<file path="config.mk">
export PLATFORM = sky130hd
export DESIGN_NAME = mbus_record_parser
export DESIGN_NICKNAME = d
export VERILOG_FILES = /design/src/mrp_pkg.sv /design/src/mrp_parser.sv /design/src/mrp_decode.sv /design/src/mrp_out_reg.sv /design/src/mbus_record_parser.sv
export SDC_FILE = /design/constraint.sdc
export NUM_CORES = 1
export LEC_CHECK = 0
export BUFFER_PORTS_ARGS = -buffer_cell sky130_fd_sc_hd__buf_2
export CORE_MARGIN = 3
export CORE_UTILIZATION = 50
export CTS_BUF_LIST = sky130_fd_sc_hd__clkbuf_4 sky130_fd_sc_hd__clkbuf_8
export CTS_CLUSTER_SIZE = 8
export DETAILED_ROUTE_END_ITERATION = 12
export GPL_TIMING_DRIVEN = 1
export PLACE_DENSITY = 0.84
export REMOVE_ABC_BUFFERS = 1
export SYNTH_ARGS = -nofsm -noshare
export SYNTH_HDL_FRONTEND = slang
export SYNTH_SLANG_ARGS = --single-unit
</file>
<file path="constraint.sdc">
create_clock -name clock -period 4.1 [get_ports clock]
set_clock_uncertainty 0.15 [all_clocks]
set_input_delay 0.205 -clock clock [delete_from_list [all_inputs] [get_ports clock]]
set_output_delay 0.205 -clock clock [all_outputs]
set_load 0.05 [all_outputs]
</file>
<file path="src/mrp_pkg.sv">
`default_nettype none
package mrp_pkg;

   // Bytes in one user-data block; the block also ends early on the last flag
   localparam int BlockBytes = 80;

   localparam logic [7:0] FillerByte  = 8'h2F;
   localparam logic [7:0] VifTime     = 8'h6D;
   localparam logic [7:0] VifeNeg     = 8'h3C;
   localparam logic [7:0] VifeReact   = 8'h73;
   localparam logic [7:0] DifLong     = 8'h84;
   localparam logic [7:0] DifeTariff  = 8'h10;
   localparam logic [7:0] VifExtFb    = 8'hFB;
   localparam logic [7:0] VifPower    = 8'h2B;
   localparam logic [7:0] VifPowerExt = 8'hAB;
   localparam logic [7:0] VifEnergyEx = 8'h83;
   localparam logic [7:0] VifeReactP  = 8'h14;
   localparam logic [7:0] DifInt32    = 8'h04;
   localparam logic [7:0] VifEnergy   = 8'h03;
   localparam logic [7:0] VifePrepay  = 8'h04;
   localparam logic [7:0] DifStopA    = 8'h0F;
   localparam logic [7:0] DifStopB    = 8'h1F;
   localparam logic [3:0] DifVarNib   = 4'hD;

   localparam logic [3:0] QtyTime      = 4'd0;
   localparam logic [3:0] QtyEnergyAp  = 4'd1;
   localparam logic [3:0] QtyEnergyAm  = 4'd2;
   localparam logic [3:0] QtyEnergyRp  = 4'd3;
   localparam logic [3:0] QtyEnergyRm  = 4'd4;
   localparam logic [3:0] QtyPowerP    = 4'd5;
   localparam logic [3:0] QtyPowerPm   = 4'd6;
   localparam logic [3:0] QtyPowerQ    = 4'd7;
   localparam logic [3:0] QtyPowerQm   = 4'd8;
   localparam logic [3:0] QtyPrepay    = 4'd9;

   localparam logic [11:0] YearBase = 12'd2000;

   typedef enum logic [2:0] {
      PH_SKIP = 3'd0,
      PH_DIF  = 3'd1,
      PH_DIFE = 3'd2,
      PH_VIF  = 3'd3,
      PH_VIFE = 3'd4,
      PH_DATA = 3'd5,
      PH_HALT = 3'd6
   } phase_type;

   typedef struct packed {
      logic [7:0] data_byte;
      logic       last_byte;
   } req_type;

   typedef struct packed {
      logic [3:0]  quantity;
      logic [31:0] value;
      logic [5:0]  ts_second;
      logic [5:0]  ts_minute;
      logic [4:0]  ts_hour;
      logic [4:0]  ts_day;
      logic [3:0]  ts_month;
      logic [11:0] ts_year;
      logic        ts_dst;
   } rsp_type;

   // Completed record handed from the parser to the decoder
   typedef struct packed {
      logic        done;
      logic [7:0]  dif;
      logic [7:0]  dif_ext;
      logic [7:0]  vif;
      logic [7:0]  vif_ext;
      logic [39:0] rec_bytes;
   } record_type;

   // Data length from the low nibble of the DIF
   function automatic logic [3:0] dif_payload_len(input logic [3:0] nib);
      logic [3:0] len;
      case (nib)
         4'h0: len = 4'd0;
         4'h1: len = 4'd1;
         4'h2: len = 4'd2;
         4'h3: len = 4'd3;
         4'h4: len = 4'd4;
         4'h5: len = 4'd4;
         4'h6: len = 4'd6;
         4'h7: len = 4'd8;
         4'h8: len = 4'd0;
         4'h9: len = 4'd1;
         4'hA: len = 4'd2;
         4'hB: len = 4'd3;
         4'hC: len = 4'd4;
         4'hD: len = 4'd0;
         4'hE: len = 4'd6;
         default: len = 4'd8;
      endcase
      return len;
   endfunction

endpackage
`default_nettype wire

</file>
<file path="src/mrp_parser.sv">
`default_nettype none
module mrp_parser
   import mrp_pkg::*;
(
   input  wire logic       clock,
   input  wire logic       reset,
   input  wire logic       accept,
   input  wire req_type    req,
   output record_type      record
);

   localparam logic [7:0] LastPos = 8'(BlockBytes);

   phase_type   phase_ff, phase_in, phase_nx;
   logic [6:0]  pos_ff, pos_in;
   logic [7:0]  dif_ff, dif_in, dif_nx;
   logic [7:0]  dife_ff, dife_in, dife_nx;
   logic [7:0]  vif_ff, vif_in, vif_nx;
   logic [7:0]  vife_ff, vife_in, vife_nx;
   logic [3:0]  left_ff, left_in, left_nx;
   logic [39:0] bytes_ff, bytes_in, bytes_nx;
   logic [3:0]  len, idx;
   logic        done, block_end;
   logic [7:0]  b;

   assign b = req.data_byte;

   // Block ends on the flagged byte or at the fixed block size
   assign block_end = req.last_byte || ({1'b0, pos_ff} + 8'd1 >= LastPos);

   // One byte through the record grammar
   always_comb begin
      phase_nx = phase_ff;
      dif_nx   = dif_ff;
      dife_nx  = dife_ff;
      vif_nx   = vif_ff;
      vife_nx  = vife_ff;
      left_nx  = left_ff;
      bytes_nx = bytes_ff;
      done     = 1'b0;
      len      = dif_payload_len(dif_ff[3:0]);
      idx      = len - left_ff;
      unique case (phase_ff)
         PH_SKIP: begin
            if (pos_ff != 7'd0) phase_nx = PH_DIF;
         end
         PH_DIF: begin
            if (b == FillerByte) begin
               phase_nx = PH_DIF;
            end else if (b[3:0] == DifVarNib || b == DifStopA || b == DifStopB) begin
               phase_nx = PH_HALT;
            end else begin
               dif_nx   = b;
               dife_nx  = 8'd0;
               vif_nx   = 8'd0;
               vife_nx  = 8'd0;
               bytes_nx = 40'd0;
               phase_nx = b[7] ? PH_DIFE : PH_VIF;
            end
         end
         PH_DIFE: begin
            dife_nx = b;
            if (!b[7]) phase_nx = PH_VIF;
         end
         PH_VIF: begin
            vif_nx = b;
            if (b[7]) begin
               phase_nx = PH_VIFE;
            end else if (len == 4'd0) begin
               // last header byte of an empty record
               phase_nx = PH_DIF;
               done     = 1'b1;
            end else begin
               left_nx  = len;
               phase_nx = PH_DATA;
            end
         end
         PH_VIFE: begin
            vife_nx = b;
            if (!b[7]) begin
               // last VIFE byte: enter data, or finish an empty record
               if (len == 4'd0) begin
                  phase_nx = PH_DIF;
                  done     = 1'b1;
               end else begin
                  left_nx  = len;
                  phase_nx = PH_DATA;
               end
            end
         end
         PH_DATA: begin
            case (idx)
               4'd0: bytes_nx[7:0]   = bytes_ff[7:0]   | b;
               4'd1: bytes_nx[15:8]  = bytes_ff[15:8]  | b;
               4'd2: bytes_nx[23:16] = bytes_ff[23:16] | b;
               4'd3: bytes_nx[31:24] = bytes_ff[31:24] | b;
               4'd4: bytes_nx[39:32] = bytes_ff[39:32] | b;
               default: bytes_nx = bytes_ff;
            endcase
            left_nx = left_ff - 4'd1;
            if (left_nx == 4'd0) begin
               phase_nx = PH_DIF;
               done     = 1'b1;
            end
         end
         default: phase_nx = phase_ff;
      endcase
   end

   // Block end returns everything to the reset state
   always_comb begin
      if (block_end) begin
         phase_in = PH_SKIP;
         pos_in   = 7'd0;
         dif_in   = 8'd0;
         dife_in  = 8'd0;
         vif_in   = 8'd0;
         vife_in  = 8'd0;
         left_in  = 4'd0;
         bytes_in = 40'd0;
      end else begin
         phase_in = phase_nx;
         pos_in   = pos_ff + 7'd1;
         dif_in   = dif_nx;
         dife_in  = dife_nx;
         vif_in   = vif_nx;
         vife_in  = vife_nx;
         left_in  = left_nx;
         bytes_in = bytes_nx;
      end
   end

   always_ff @(posedge clock) begin
      if (reset) begin
         phase_ff <= PH_SKIP;
         pos_ff   <= 7'd0;
         dif_ff   <= 8'd0;
         dife_ff  <= 8'd0;
         vif_ff   <= 8'd0;
         vife_ff  <= 8'd0;
         left_ff  <= 4'd0;
         bytes_ff <= 40'd0;
      end else if (accept) begin
         phase_ff <= phase_in;
         pos_ff   <= pos_in;
         dif_ff   <= dif_in;
         dife_ff  <= dife_in;
         vif_ff   <= vif_in;
         vife_ff  <= vife_in;
         left_ff  <= left_in;
         bytes_ff <= bytes_in;
      end
   end

   // Record as it stands after this byte
   always_comb begin
      record.done      = done;
      record.dif       = dif_nx;
      record.dif_ext   = dife_nx;
      record.vif       = vif_nx;
      record.vif_ext   = vife_nx;
      record.rec_bytes = bytes_nx;
   end

endmodule
`default_nettype wire

</file>
<file path="src/mrp_decode.sv">
`default_nettype none
module mrp_decode
   import mrp_pkg::*;
(
   input  wire record_type record,
   output logic            match,
   output rsp_type         result
);

   logic [7:0] d, de, v, ve, b0, b1, b2, b3, b4;
   logic [3:0] q;
   logic       hit;

   assign d  = record.dif;
   assign de = record.dif_ext;
   assign v  = record.vif;
   assign ve = record.vif_ext;
   assign b0 = record.rec_bytes[7:0];
   assign b1 = record.rec_bytes[15:8];
   assign b2 = record.rec_bytes[23:16];
   assign b3 = record.rec_bytes[31:24];
   assign b4 = record.rec_bytes[39:32];

   // Known quantity codes, first match wins
   always_comb begin
      hit = 1'b1;
      q   = QtyTime;
      if (d == DifInt32 && v == VifEnergy) q = QtyEnergyAp;
      else if (d == DifInt32 && v == VifEnergyEx && ve == VifeNeg) q = QtyEnergyAm;
      else if (d == DifLong && de == DifeTariff && v == VifExtFb && ve == VifeReact)
         q = QtyEnergyRp;
      else if (d == DifLong && de == DifeTariff && v == VifExtFb && ve == VifeNeg)
         q = QtyEnergyRm;
      else if (d == DifInt32 && v == VifPower) q = QtyPowerP;
      else if (d == DifInt32 && v == VifPowerExt && ve == VifeNeg) q = QtyPowerPm;
      else if (d == DifInt32 && de == 8'd0 && v == VifExtFb && ve == VifeReactP)
         q = QtyPowerQ;
      else if (d == DifInt32 && de == 8'd0 && v == VifExtFb && ve == VifeNeg)
         q = QtyPowerQm;
      else if (d == DifInt32 && v == VifEnergyEx && ve == VifePrepay) q = QtyPrepay;
      else hit = 1'b0;
   end

   // Time record takes precedence; invalid flag in second byte drops it
   always_comb begin
      result = '0;
      match  = 1'b0;
      if (v == VifTime && dif_payload_len(d[3:0]) >= 4'd5) begin
         match            = record.done && !b1[7];
         result.quantity  = QtyTime;
         result.ts_second = b0[5:0];
         result.ts_minute = b1[5:0];
         result.ts_hour   = b2[4:0];
         result.ts_day    = b3[4:0];
         result.ts_month  = b4[3:0];
         result.ts_year   = YearBase + {5'd0, b4[7:4], b3[7:5]};
         result.ts_dst    = b0[6];
      end else begin
         match           = record.done && hit;
         result.quantity = q;
         // bytes past the data length are still zero
         result.value    = record.rec_bytes[31:0];
      end
   end

endmodule
`default_nettype wire

</file>
<file path="src/mrp_out_reg.sv">
`default_nettype none
module mrp_out_reg
   import mrp_pkg::*;
(
   input  wire logic       clock,
   input  wire logic       reset,
   input  wire logic       load,
   input  wire rsp_type    load_data,
   input  wire logic       rsp_ready,
   output logic            rsp_valid,
   output rsp_type         rsp_data
);

   logic    valid_ff;
   rsp_type data_ff;

   // Holds one result until its transfer
   always_ff @(posedge clock) begin
      if (reset) begin
         valid_ff <= 1'b0;
      end else if (load) begin
         valid_ff <= 1'b1;
      end else if (rsp_ready) begin
         valid_ff <= 1'b0;
      end
   end

   always_ff @(posedge clock) begin
      if (load) data_ff <= load_data;
   end

   assign rsp_valid = valid_ff;
   assign rsp_data  = data_ff;

endmodule
`default_nettype wire

</file>
<file path="src/mbus_record_parser.sv">
`default_nettype none
// M-Bus DIF/VIF record parser: takes one byte of a decrypted user-data block
// per cycle and yields at most one result per byte, registered, in the cycle
// after the last byte of a matching record. A byte is taken in every cycle in
// which the result register is empty or its result is being transferred, so
// the sustained rate is one byte per clock while rsp_ready is held high; it is
// set by the single output register between the parser state and the result
// channel. After the byte flagged last (or the fixed block size) the parser is
// back in its reset state and the next byte starts a new block.
module mbus_record_parser
   import mrp_pkg::*;
(
   input  wire logic       clock,
   input  wire logic       reset,
   input  wire logic       req_valid,
   output logic            req_ready,
   input  wire req_type    req_data,
   output logic            rsp_valid,
   input  wire logic       rsp_ready,
   output rsp_type         rsp_data
);

   record_type record;
   rsp_type    result;
   logic       match, accept;

   assign req_ready = !rsp_valid || rsp_ready;
   assign accept    = req_valid && req_ready;

   mrp_parser u_parser (
      .clock  (clock),
      .reset  (reset),
      .accept (accept),
      .req    (req_data),
      .record (record)
   );

   mrp_decode u_decode (
      .record (record),
      .match  (match),
      .result (result)
   );

   mrp_out_reg u_out (
      .clock     (clock),
      .reset     (reset),
      .load      (accept && match),
      .load_data (result),
      .rsp_ready (rsp_ready),
      .rsp_valid (rsp_valid),
      .rsp_data  (rsp_data)
   );

endmodule
`default_nettype wire
</file>
# Word level (Yosys, flattened, before mapping)
# Memory sizes are Yosys's and may differ from the RTL's. A register that Yosys moved wholly into a read port is not among the register bits.
# Cells that the tools add are included.
[totals]
ff_bits = 162
rom_bits = 128
output_inout_bits = 77
elab_cells = 176
memories = 2
[op_classes]
add_sub_neg = 5
magnitude_cmp = 2
eq_ne = 32
muxes = 68
n_bitwise = 5
n_reduce_logical = 41
[memory_table]
columns = ["memory", "words", "word_bits", "read_ports", "rd_ports_with_merged_regs", "write_ports", "line_no", "text"]
rows = [
  ["(name not given)", 16, 4, 1, 0, 0, "mrp_pkg.sv:78", "case (nib)"],
  ["(name not given)", 16, 4, 1, 1, 0, "mrp_pkg.sv:78", ""],
]
[op_table]
columns = ["cell", "n"]
rows = [
  ["8-bit 2-to-1 mux", 18],
  ["40-bit 2-to-1 mux", 3],
  ["40-bit case mux with 2 select lines", 1],
  ["8-bit case mux with 2 select lines", 3],
  ["8-bit bitwise OR", 5],
  ["3-bit 2-to-1 mux", 13],
  ["8-bit == test (second input constant)", 4],
  ["4-bit 2-to-1 mux", 7],
  ["8-bit by 5-bit == test with 1-bit output (second input constant)", 3],
  ["8-bit by 6-bit == test with 1-bit output (second input constant)", 3],
  ["1-bit logical AND", 20],
  ["3-bit case mux with 6 select lines", 1],
  ["1-bit 2-to-1 mux", 17],
  ["8-bit by 3-bit == test with 1-bit output (second input constant)", 2],
  ["8-bit by 7-bit == test with 1-bit output (second input constant)", 2],
  ["7-bit nonzero test", 2],
  ["11-bit by 7-bit adder with 12-bit output (first input constant)", 1],
  ["4-bit logical NOT", 3],
  ["3-bit by 2-bit inequality test with 1-bit output (second input constant)", 4],
  ["7-bit by 1-bit adder with 8-bit output (second input constant)", 1],
  ["4-bit by 2-bit == test with 1-bit output (second input constant)", 2],
  ["8-bit by 2-bit == test with 1-bit output (second input constant)", 1],
  ["8-bit by 4-bit == test with 1-bit output (second input constant)", 1],
  ["8-bit by 7-bit >= comparator with 1-bit output (second input constant)", 1],
  ["other kinds (26)", 35],
]

# Depth between registers and ports, before layout
# Gate-level depths: netlist (run 1).
[depth]
ltp_word = 22
mapped_depth = 12
mapped_depth_nobuf = 12

# Hierarchy
# A second synthesis (run 1) with hierarchy kept.
[unflattened]
hier_cells = 803
area_unflattened_um2 = 7973.9
[by_module_without_submodules]
columns = ["module", "instances", "cells_per_inst", "area_per_inst_um2", "seq_area_each_um2"]
rows = [
  ["mrp_parser", 1, 581, 4689.5, 1801.7],
  ["mrp_out_reg", 1, 79, 2290.9, 2272.2],
  ["mrp_decode", 1, 140, 967.2, 0.0],
  ["mbus_record_parser", 1, 3, 26.3, 0.0],
]

# Worst setup path after synthesis (run 1)
# Ideal clock, no wire load.
[synth_path]
kind = "flip-flop to flip-flop"
startpoint = "register u_parser.phase_ff[2]"
endpoint = "register u_out.data_ff, in the netlist u_out.rsp_data[0], enable pin"
setup_time_ns = 0.427
arrival_ns = 3.978
setup_slack_ns = -0.455
stages_incl_launch_ff = 10
n_path_buf = 1
cell_sequence = "dfxtp_1 -> buf_6 -> and4b_1 -> o22ai_1 -> or4_1 -> or4b_4 -> or4_4 -> o311ai_2 -> o31ai_2 -> inv_1"
[synth_between]
elab_chain_len = 17
[synth_rtl]
columns = ["element", "line_no", "text"]
rows = [
  ["start: declaration", "mrp_parser.sv:14", "phase_type phase_ff, phase_in, phase_nx;"],
  ["start signal: assignment", "mrp_parser.sv:144", "phase_ff <= phase_in;"],
  ["3-bit by 2-bit == test with 1-bit output / 3-bit by 1-bit == test with 1-bit output (equally long branches)", "mrp_parser.sv:43", "unique case (phase_ff)"],
  ["8-bit case mux with 2 select lines / 8-bit 2-to-1 mux (equally long branches)", "mrp_parser.sv:43", ""],
  ["8-bit == test (tied with other cells)", "mrp_decode.sv:29, mrp_decode.sv:40", ""],
  ["1-bit logical AND, on equally long branches", "--", ""],
  ["1-bit logical AND, on equally long branches", "mrp_decode.sv:40, mrp_decode.sv:36, mrp_decode.sv:38", ""],
  ["1-bit 2-to-1 mux / 1-bit logical AND (equally long branches)", "mrp_decode.sv:40, mrp_decode.sv:38", ""],
  ["1-bit 2-to-1 mux", "mrp_decode.sv:38", "else if (d == DifInt32 && de == 8'd0 && v == VifExtFb && ve == VifeNeg)"],
  ["1-bit 2-to-1 mux", "mrp_decode.sv:36", "else if (d == DifInt32 && de == 8'd0 && v == VifExtFb && ve == VifeReactP)"],
  ["[2 not listed]", "--", ""],
  ["1-bit 2-to-1 mux", "mrp_decode.sv:32", "else if (d == DifLong && de == DifeTariff && v == VifExtFb && ve == VifeNeg)"],
  ["1-bit 2-to-1 mux", "mrp_decode.sv:30", "else if (d == DifLong && de == DifeTariff && v == VifExtFb && ve == VifeReact)"],
  ["1-bit 2-to-1 mux", "mrp_decode.sv:29", "else if (d == DifInt32 && v == VifEnergyEx && ve == VifeNeg) q = QtyEnergyAm;"],
  ["1-bit 2-to-1 mux", "mrp_decode.sv:28", "if (d == DifInt32 && v == VifEnergy) q = QtyEnergyAp;"],
  ["1-bit logical AND", "mrp_decode.sv:59", "match = record.done && hit;"],
  ["1-bit 2-to-1 mux (*)", "mrp_decode.sv:48", "if (v == VifTime && dif_payload_len(d[3:0]) >= 4'd5) begin"],
  ["1-bit logical AND (*)", "mbus_record_parser.sv:47", ".load (accept && match),"],
  ["net u_out.load", "mrp_out_reg.sv:7", "input wire logic load,"],
  ["end signal: assignment", "mrp_out_reg.sv:29", "if (load) data_ff <= load_data;"],
  ["end: declaration", "mrp_out_reg.sv:15", "rsp_type data_ff;"],
]
# The timed path passes the listed nets; every way through them passes the cells marked *.
# A chain may end at the register's enable or synchronous reset.

# Final worst setup path (run 1)
[layout_path]
startpoint = "register u_parser.phase_ff[1]"
endpoint = "register u_out.data_ff, in the netlist u_out.rsp_data[4], enable pin"
# Same word-level chain as after synthesis.

==> impl_metrics.py, run 1 <==
metrics = {
    "run_status": {
        "status": "complete, no violations",
    },
    "detailed_routing": {
        "routed_via_density": 6.14,
        "drt_iter0_markers": 693,
        "wirelength_microns": 19200,
        "vias": 6596,
        "wl_per_cell_microns": 17.9,
        "drc": 0,
        "ant_nets": 0,
        "firstDrtPassIters": 6,
    },
    "cells_and_area": {
        "finalNonFillerCells": 1074,
        "areaGrowthSynthToFinish_pct": 13.6,
        "diodes": 0,
        "seqCellArea_sq_mm": 0.00401,
        "final_nets": 900,
        "layout-drive-gt1-share_pct": 18.8,
        "multi_input_area_sq_mm": 0.00334,
        "fill_cells": 1278,
    },
    "min_path": {
        "min_from": "req_data[1]",
        "hold_class": "input port to register",
        "whs_endpoint": "u_parser.vife_ff[0]",
        "hold_depth": 3,
    },
    "synthesis": {
        "ys.flop_type": "dfxtp_1",
        "yosysSeqAreaShare_pct": 52.3,
        "synth_seq_cells": 164,
        "synth_cell_type_count": 69,
        "synth.avg_cell_area_sq_um": 9.57,
        "yosys_warnings": 0,
        "synthArstFlopShare_pct": 0,
        "synth_edf_count": 73,
        "synth_cells": 803,
        "syn_area_sq_mm": 0.00768,
    },
    "timing": {
        "slew_violations": 0,
        "setup_tns_ps": 0,
        "fin_crit_sh_pct": 93.9,
        "maxSlewHeadroom_pct": 43.0,
        "finalHoldViolations": 0,
        "max_freq_mhz": 260,
        "rsz0062_at_grt": "no",
        "worstMarginPinSlew_ps": 848,
        "whs_ps": 49.6,
        "min_period_ps": 3850,
        "setup_viol": 0,
    },
    "power_and_ir_drop": {
        "power_frac_clock_pct": 38.5,
        "pwr-share-seq_pct": 57.3,
        "comb_power_share_pct": 4.2,
        "p_per_area_mw_per_mm2": 339,
        "p_switching_w": 0.000738,
        "power_w": 0.00296,
        "swShare_pct": 25.0,
        "p_leak_nw": 3.37,
        "ir_drop_v": 0.000189,
        "p_int_w": 0.00222,
    },
    "die": {
        "ioPinCount": 90,
        "fp.dieW_microns": 130,
        "die_h_microns": 130,
        "coreArea_sq_mm": 0.0148,
        "fp.dieArea_sq_mm": 0.0169,
        "num_rows": 44,
        "start_util_pct": 52.1,
    },
    "place": {
        "io_buffers": 89,
        "dp.cells": 1041,
        "place_hpwl_microns": 13000,
        "routabilityCongestion": 0.946,
    },
    "global_route": {
        "antenna_found_initial": 0,
        "grt_pass1_vias": 6127,
        "grt_overflow": 0,
        "busiest_layer": "met2",
        "grtUsageMet3_pct": 4.95,
        "track_usage_pct": 23.0,
        "grt_pass1_wl_microns": 31000,
        "grtUsageMet2_pct": 37.5,
        "use_met1_pct": 30.6,
        "grt_max_degree": 44,
    },
    "worst_setup_path": {
        "regToRegEndpoint": "u_out.rsp_data[4]",
        "reg2reg_depth": 9,
        "cp.required_ps": 4110,
        "critPathCaptureType": "register",
        "critPathKind": "register to register",
        "startpoint_type": "register",
        "reg2reg_setup_slack_ps": 250,
        "critPathMaxFanout": 43,
        "cp.arrival_ps": 3860,
        "worstReg2RegStart": "u_parser.phase_ff[1]",
    },
    "clock_network": {
        "h-tree-depth": 4,
        "cts_buffers": 17,
        "cts_setup_buffers": 0,
        "cts_tree": "yes",
        "cts_buffer_depth": 2,
        "postCtsHoldBufs": 1,
        "cts_resized": 0,
        "worstSkewPairLatency_ps": 470,
        "cts_root_buffer": "clkbuf_8",
        "cts.clk_slew.worst_paths_ps": 100,
        "clock_sinks": 164,
    },
    "flow_run": {
        "cap_violations": 0,
    },
}
-- power by group through the flow --
stage / clock network, W / logic (W) / registers [W]
after floorplan: 0 / 0.0000514 / 0.00173
final: 0.00114 / 0.000124 / 0.00169
after detailed placement: 0 / 0.000120 / 0.00173
after global placement: 0 / 0.000119 / 0.00173
after CTS: 0.00115 / 0.000121 / 0.00169
after global routing: 0.00121 / 0.000134 / 0.00169
-- flip-flops by register name (all words and copies together) (netlist names) --
register,cells
u_out.rsp_data,73
u_out.rsp_valid,1
u_parser.bytes_ff,40
u_parser.dif_ff,8
u_parser.dife_ff,8
u_parser.left_ff,4
u_parser.len,4
u_parser.phase_ff,3
u_parser.pos_ff,7
u_parser.vif_ff,8
u_parser.vife_ff,8
-- routing by layer --
| metal | vias up | share of wire, % |
|---|---|---|
| li1 | 3117 | - |
| met1 | 3166 | 43 |
| met2 | 286 | 48 |
| met3 | 27 | 7.7 |
| met4 | 0 | 1.6 |
| met5 | - | 0 |
-- critical path, cell delays in order, from the launching register on --
cell and delay, ps:
dfxtp_1 600, and4b_1 310, o22ai_1 100, or4_1 570, or4b_4 550, or4_4 500, o311ai_2 100, o31ai_2 110
inv_2 240, buf_12 260
-- cell type report --
| class | count | share of cell area [%] |
|---|---|---|
| Clock inverter | 15 | 1.66 |
| Inverter | 15 | 0.645 |
| Clock buffer | 17 | 2.68 |
| Sequential cell | 164 | 46.0 |
| Multi-Input combinational cell | 558 | 38.3 |
| Tap cell | 184 | 2.64 |
| Timing Repair Buffer | 121 | 8.03 |
-- Yosys cell counts (3+ instances only) --
cell type,number,area [sq um]
xnor2_1,4,35.0
and4b_1,4,40.0
o211ai_1,3,22.5
nand3b_1,3,22.5
buf_2,3,15.0
a32oi_1,7,61.3
o31ai_1,6,45.0
nand2_1,28,105
and3_1,13,81.3
nor4bb_1,3,30.0
dfxtp_1,91,1820
a22o_1,8,70.1
buf_4,4,30.0
inv_1,15,56.3
nor2_1,167,627
or3_1,6,37.5
a21oi_1,39,195
nand3_1,12,60.1
a211oi_1,3,22.5
o22ai_1,4,25.0
nor4_1,12,75.1
o21ai_1,6,30.0
nand2b_1,9,56.3
a211o_1,3,26.3
o211a_1,3,30.0
nor3_1,21,105
clkbuf_1,55,206
o21a_1,4,30.0
o21ai_0,15,75.1
and2_1,10,62.6
ha_1,9,113
nor2b_1,7,43.8
nor3b_1,4,30.0
a22oi_1,102,766
edfxtp_1,73,2190
a21o_1,3,22.5
-- worst max path at each step --
stage | from | endpoint | slack (ps) | depth (start not counted)
3_5_place_dp | u_parser.phase_ff[2] | u_out.rsp_data[12] | 300 | 9
3_3_place_gp | u_parser.phase_ff[1] | u_out.rsp_data[5] | 370 | 9
2_1_floorplan | u_parser.phase_ff[0] | u_out.rsp_data[0] | -3090 | 7
4_1_cts | u_parser.phase_ff[2] | u_out.rsp_data[20] | 280 | 9
6_report | u_parser.phase_ff[1] | u_out.rsp_data[4] | 250 | 9
5_1_grt | u_parser.phase_ff[2] | u_out.rsp_data[15] | 50 | 9
-- cell families after synthesis --
family / Yosys count / share of synthesized area (%)
AOI/OAI and AO/OA: 224 / 20.7
xor gates and xnor gates: 4 / 0.456
adders and majority gates: 10 / 1.73
buffers and inverters: 81 / 4.40
DFF: 164 / 52.3
muxes: 2 / 0.261
and+or+nand+nor: 318 / 20.2
-- stage by stage --
step,instance area [sq um],util (%),setup WS (ps)
floorplan,7400,-,-3090
global placement,8330,56.5,372
detailed placement,8330,56.5,304
CTS,8720,59.1,277
global route,8720,59.1,48.7
finish,8720,59.1,249
-- cells in the final DEF (no fill, tap or decap), types with 5 or more instances in the layout --
| cell | instances |
|---|---|
| nand2_1 | 28 |
| buf_4 | 30 |
| a32oi_1 | 7 |
| nor2_1 | 167 |
| o31ai_1 | 6 |
| ha_1 | 9 |
| nand2b_1 | 9 |
| clkbuf_8 | 17 |
| o21ai_1 | 5 |
| a22o_1 | 8 |
| nor2b_1 | 7 |
| clkinvlp_4 | 5 |
| and3_1 | 13 |
| inv_1 | 14 |
| nor4_1 | 12 |
| a21oi_1 | 39 |
| dfxtp_1 | 91 |
| edfxtp_1 | 73 |
| o21ai_0 | 15 |
| a22oi_1 | 101 |
| or3_1 | 6 |
| buf_2 | 89 |
| nor3_1 | 20 |
| and2_1 | 10 |
| nand3_1 | 12 |
(Power assumes the default switching activity.)
==> run 2: changes to the inputs <==
--- a/config.mk
+++ b/config.mk
@@ -16,4 +16,5 @@
 export REMOVE_ABC_BUFFERS = 1
 export SYNTH_ARGS = -nofsm -noshare
 export SYNTH_HDL_FRONTEND = slang
+export SYNTH_HIERARCHICAL = 1
 export SYNTH_SLANG_ARGS = --single-unit
==> run 2 against run 1 <==
Design area increased by 4.0%. Sequential share of layout area decreased by 1.1 points. Total power increased by 4.5%. Critical endpoint is now u_out/rsp_data[48]. Largest cell class unchanged.
==> impl_metrics.py, run 2 <==
metrics = {
    "cells_and_area": {
        "layout-drive-gt1-share_pct": 22.3,
        "areaGrowthSynthToFinish_pct": 13.7,
        "diodes": 0,
        "final_area_sq_mm": 0.00907,
        "layout_common_cells": "nand2_1, dfxtp_1, buf_2",
        "final_common_cell": "nand2_1",
        "final_nets": 907,
        "finalNonFillerCells": 1108,
        "largest_register_ff_count": 75,
    },
    "flow_run": {
        "cap_violations": 0,
    },
    "synthesis": {
        "synth_most_common_cell": "nand2_1",
        "yosys_warnings": 6,
        "synth_cell_type_count": 70,
        "synthArstFlopShare_pct": 0,
        "synth_edf_count": 75,
        "synth.top_cells.by_area": "edfxtp_1, dfxtp_1, nand2_1",
        "netlist.top_cell.by_area": "edfxtp_1",
        "yosysSeqAreaShare_pct": 51.1,
        "synth_cells": 803,
        "syn_area_sq_mm": 0.00797,
        "synth_top_area_share_pct": 28.2,
        "synth.avg_cell_area_sq_um": 9.93,
        "synth_seq_cells": 166,
        "synth_common_cells": "nand2_1, dfxtp_1, edfxtp_1, nor2_1, o21ai_0",
        "ys.flop_type": "dfxtp_1",
    },
    "worst_setup_path": {
        "max_stage_delay_ps": 550,
        "critPathCaptureType": "register",
        "startpoint_type": "input port",
        "reg2reg_setup_slack_ps": 330,
        "cp.arrival_ps": 3880,
        "slowest_stage": "dlygate4sd3_1",
        "path_cells": "dlygate4sd3_1 > buf_2 > a211o_1 > a21o_1 > nor2b_1 > buf_4 > mux2_2 > or4_1 > nor3_1 > nand3_1 > a41oi_1 > and3_4 > buf_12",
        "cp.required_ps": 4120,
        "critPathMaxFanout": 29,
        "critPathKind": "input port to register",
    },
    "min_path": {
        "hold_class": "input port to register",
    },
    "timing": {
        "rsz0062_at_grt": "no",
        "max_freq_mhz": 259,
        "maxSlewHeadroom_pct": 50.4,
        "slew_violations": 0,
        "whs_ps": 34.8,
        "min_period_ps": 3850,
        "finalHoldViolations": 0,
        "fin_crit_sh_pct": 94.0,
        "worstMarginPinSlew_ps": 741,
        "setup_viol": 0,
        "finalWorstSetupSlack_ps": 245,
    },
    "clock_network": {
        "cts_buffers": 17,
        "cts_buffer_depth": 2,
        "h-tree-depth": 4,
        "cts_root_buffer": "clkbuf_8",
        "worstSkewPairLatency_ps": 470,
        "cts_tree": "yes",
        "cts.clk_slew.worst_paths_ps": 90,
        "clock_sinks": 166,
    },
    "die": {
        "num_rows": 45,
        "start_util_pct": 51.7,
        "coreArea_sq_mm": 0.0154,
        "ioPinCount": 90,
        "die_h_microns": 132,
        "fp.dieArea_sq_mm": 0.0175,
        "fp.dieW_microns": 132,
    },
    "power_and_ir_drop": {
        "comb_power_share_pct": 4.1,
        "p_switching_w": 0.000758,
        "power_frac_clock_pct": 40.2,
        "p_int_w": 0.00233,
        "p_leak_nw": 2.99,
        "p_per_area_mw_per_mm2": 340,
        "ir_drop_v": 0.000261,
        "pwr-share-seq_pct": 55.7,
        "swShare_pct": 24.6,
    },
    "run_status": {
        "status": "complete, no violations",
    },
    "global_route": {
        "track_usage_pct": 21.2,
        "grt_pass1_vias": 5919,
        "antenna_found_initial": 0,
        "grt_max_degree": 56,
        "grt_pass1_wl_microns": 30000,
        "grt_overflow": 0,
    },
    "place": {
        "routabilityCongestion": 0.920,
        "place_ws_ps": 259,
        "postPlaceCellArea_sq_mm": 0.00860,
        "dp.cells": 1072,
        "io_buffers": 89,
        "place_hpwl_microns": 12200,
    },
    "detailed_routing": {
        "wl_per_cell_microns": 16.9,
        "routed_via_density": 5.79,
        "drc": 0,
        "ant_nets": 0,
        "wirelength_microns": 18700,
        "vias": 6418,
        "firstDrtPassIters": 6,
        "drt_iter0_markers": 547,
    },
}
## run 2: cell types whose count changed in the layout (fill, tap and decap cells not counted), sizes merged, moves of 13 or more
| cell | delta |
|---|---|
| a21oi | -23 |
| a22oi | -71 |
| a32o | +15 |
| and2 | +59 |
| nand2 | +84 |
| nor2 | -102 |
| nor3 | -13 |
| o21ai | +42 |
| o2bb2ai | +29 |
## run 2: path summary, 6_finish.rpt
kind / from / end / cells past startpoint
max: req_data[8] / u_out/rsp_data[48] / 13
min: req_data[1] / u_parser/bytes_ff[16] / 2
max reg2reg: u_parser/phase_ff[1] / u_out/rsp_data[48] / 11
min reg2reg: u_parser/dif_ff[4] / u_parser/dif_ff[4] / 2
## run 2: critical path: cells and delay by family
family          cells  cell delay (ps)
compound gates      3              710
buf+inv             4             1170
mux                 1              310
simple gates        5             1470
## run 2: cells by family after synthesis
family	count (synthesis)	share of synthesized area, %
compound gates	206	18.9
xor+xnor	5	0.549
fa+ha+maj	10	1.66
buf+inv	73	4.44
flops	166	51.1
mux	6	0.816
simple gates	337	22.5
## run 2: what timing repair did
item	4_1_cts	5_1_grt
setup buffers	0	0
gates resized for setup	0	2
endpoints found under the hold margin	5	0
setup endpoints to repair	0	53
hold buffers	4	0
## run 2: cell type report
type                    instances  area [sq um]
clock buffers                  18           241
clock inverters                14           181
fillers                      1307          6360
inverters                      15          56.3
multi-input cells             564          3550
flip-flops and latches        166          4080
well taps                     211           264
repair buffers                120           701
## run 2: power by group through the flow
stage	Clock, W	Combinational (W)	Sequential [W]
after floorplan	0	0.0000595	0.00176
after global routing	0.00133	0.000138	0.00172
after CTS	0.00127	0.000124	0.00172
after detailed placement	0	0.000121	0.00176
final	0.00124	0.000128	0.00172
after global placement	0	0.000120	0.00176
## run 2: per-stage QoR
step	power (W)	utilization, %	setup TNS [ps]
global placement	0.00188	55.8	0
CTS	0.00311	58.8	0
detailed placement	0.00188	55.8	0
finish	0.00309	58.8	0
global route	0.00319	58.8	0
floorplan	0.00181	-	-109590
## run 2: metal layers
metal	global-route usage (%)	vias to the layer above	wire length (microns)
li1	-	3076	-
met1	28.6	3060	8320
met2	35.2	262	8900
met3	4.85	20	1320
met4	4.68	0	175
met5	0	-	0
==> run 3: changes to the inputs <==
--- a/config.mk
+++ b/config.mk
@@ -14,6 +14,7 @@
 export GPL_TIMING_DRIVEN = 1
 export PLACE_DENSITY = 0.84
 export REMOVE_ABC_BUFFERS = 1
+export SLEW_MARGIN = 20
 export SYNTH_ARGS = -nofsm -noshare
 export SYNTH_HDL_FRONTEND = slang
 export SYNTH_HIERARCHICAL = 1
==> constraint.sdc (replaced) <==
create_clock -name clock -period 4.1 [get_ports clock]
set_clock_uncertainty 0.15 [all_clocks]
set_input_delay 0.41 -clock clock [delete_from_list [all_inputs] [get_ports clock]]
set_output_delay 0.41 -clock clock [all_outputs]
set_load 0.05 [all_outputs]
==> run 3 against run 2 <==
Via count decreased by 0.59%. Cell count decreased by 0.63%. Sequential power about the same. Worst setup slack improved by 26 ps. Non-clock buffer count decreased by 6. Combinational power increased by 3%. First-iteration DRC count increased by 17%. Global-route usage decreased by 0.69 points.
==> impl_metrics.py, run 3 (same netlist as run 2, synthesis figures left out) <==
metrics = {
    "global_route": {
        "grt_pass1_vias": 5799,
        "grt_overflow": 0,
        "grt_max_degree": 70,
        "track_usage_pct": 20.5,
        "antenna_found_initial": 0,
        "grt_pass1_wl_microns": 29400,
    },
    "die": {
        "die_h_microns": 132,
        "fp.dieW_microns": 132,
        "num_rows": 45,
        "start_util_pct": 51.7,
        "ioPinCount": 90,
        "coreArea_sq_mm": 0.0154,
        "fp.dieArea_sq_mm": 0.0175,
    },
    "cells_and_area": {
        "largest_register_ff_count": 75,
        "diodes": 0,
        "layout-drive-gt1-share_pct": 21.9,
        "finalNonFillerCells": 1101,
        "final_nets": 901,
        "areaGrowthSynthToFinish_pct": 12.9,
        "final_common_cell": "nand2_1",
        "layout_common_cells": "nand2_1, dfxtp_1, buf_2",
    },
    "clock_network": {
        "cts.clk_slew.worst_paths_ps": 90,
        "cts_tree": "yes",
        "cts_setup_buffers": 0,
        "clock_sinks": 166,
        "cts_resized": 0,
        "h-tree-depth": 4,
        "cts_root_buffer": "clkbuf_8",
        "cts_buffer_depth": 2,
        "worstSkewPairLatency_ps": 460,
        "cts_buffers": 17,
        "postCtsHoldBufs": 0,
    },
    "worst_setup_path": {
        "regToRegEndpoint": "u_out/rsp_data[44]",
        "worstReg2RegStart": "u_parser/phase_ff[1]",
        "critPathCaptureType": "register",
        "crit_top_cell": "buf_12",
        "path_cells": "nor2_1 > nand2_1 > nor2b_1 > buf_12 > mux2_2 > or4_1 > nor3_1 > nand3_1 > a41oi_1 > and3_2 > buf_12",
        "critPathMaxFanout": 69,
        "reg2reg_setup_slack_ps": 270,
        "startpoint_type": "register",
        "critPathKind": "register to register",
        "reg2reg_depth": 11,
        "max_stage_delay_ps": 560,
        "slowest_stage": "or4_1",
        "cp.required_ps": 4070,
        "cp.arrival_ps": 3800,
    },
    "min_path": {
        "hold_class": "input port to register",
        "min_from": "rsp_ready",
        "hold_depth": 3,
        "whs_endpoint": "u_out/rsp_valid",
    },
    "detailed_routing": {
        "vias": 6380,
        "ant_nets": 0,
        "drc": 0,
        "firstDrtPassIters": 7,
        "routed_via_density": 5.79,
        "drt_iter0_markers": 641,
        "wirelength_microns": 18200,
        "wl_per_cell_microns": 16.5,
    },
    "timing": {
        "maxSlewHeadroom_pct": 49.7,
        "max_freq_mhz": 261,
        "finalHoldViolations": 0,
        "rsz0062_at_grt": "no",
        "fin_crit_sh_pct": 93.4,
        "setup_viol": 0,
        "worstMarginPinSlew_ps": 749,
        "whs_ps": 107,
        "min_period_ps": 3830,
        "slew_violations": 0,
    },
    "power_and_ir_drop": {
        "ir_drop_v": 0.000184,
        "p_per_area_mw_per_mm2": 340,
        "p_leak_nw": 2.95,
    },
    "place": {
        "dp.cells": 1070,
        "routabilityCongestion": 0.860,
        "place_hpwl_microns": 11900,
        "io_buffers": 89,
    },
    "flow_run": {
        "cap_violations": 0,
    },
    "run_status": {
        "status": "complete, no violations",
    },
}
==> run 3: worst max path at each step <==
stage          cells after the start                 end                 start  slack, ps
6_report                          11  u_out/rsp_data[44]  u_parser/phase_ff[1]        270
5_1_grt                           11  u_out/rsp_data[51]  u_parser/phase_ff[1]         40
4_1_cts                           11  u_out/rsp_data[31]  u_parser/phase_ff[1]        310
3_5_place_dp                      12  u_out/rsp_data[47]           req_data[7]        130
3_3_place_gp                      12  u_out/rsp_data[44]           req_data[7]        190
2_1_floorplan                      9   u_out/rsp_data[0]           req_data[6]      -1440
==> run 3: stage by stage <==
step                utilization (%)  instance area (sq um)  setup TNS, ps  setup WS [ps]  power [W]
global placement               55.7                   8600              0            195    0.00188
CTS                            58.4                   9000              0            306    0.00308
finish                         58.4                   9000              0            272    0.00306
global route                   58.4                   9000              0           44.5    0.00316
detailed placement             55.7                   8600              0            131    0.00188
floorplan                         -                   7680        -109750          -1440    0.00181
==> run 3: per-layer routing <==
layer  track usage [%]  vias to the layer above  part of all wire [%]
li1                  -                     3057                     -
met5                 0                        -                     0
met4              6.52                        0                   1.9
met1              28.3                     2994                    44
met2              32.5                      296                    47
met3              4.54                       33                   7.4
==> run 3: power breakdown <==
part	switching, W	internal, W	total [W]	leakage, nW
clock	0.000607	0.000605	0.00121	0.203
sequential	0.00000239	0.00171	0.00172	1.25
combinational	0.0000952	0.0000367	0.000132	1.50
total	0.000705	0.00236	0.00306	2.95
==> run 3: area by class of cell <==
type                    instances  area, sq um
clock inverters                14          171
fillers                      1347         6420
flip-flops and latches        166         4070
multi-input cells             564         3550
inverters                      15         56.3
well taps                     211          264
clock buffers                  17          234
repair buffers                114          658
==> run 3: critical path, delay by kind of cell, from the launching register on <==
| family | cells | cell delay [ps] |
|---|---|---|
| and+or+nand+nor | 7 | 1800 |
| DFF | 1 | 370 |
| muxes | 1 | 380 |
| buffers and inverters | 2 | 500 |
| AOI/OAI and AO/OA | 1 | 210 |
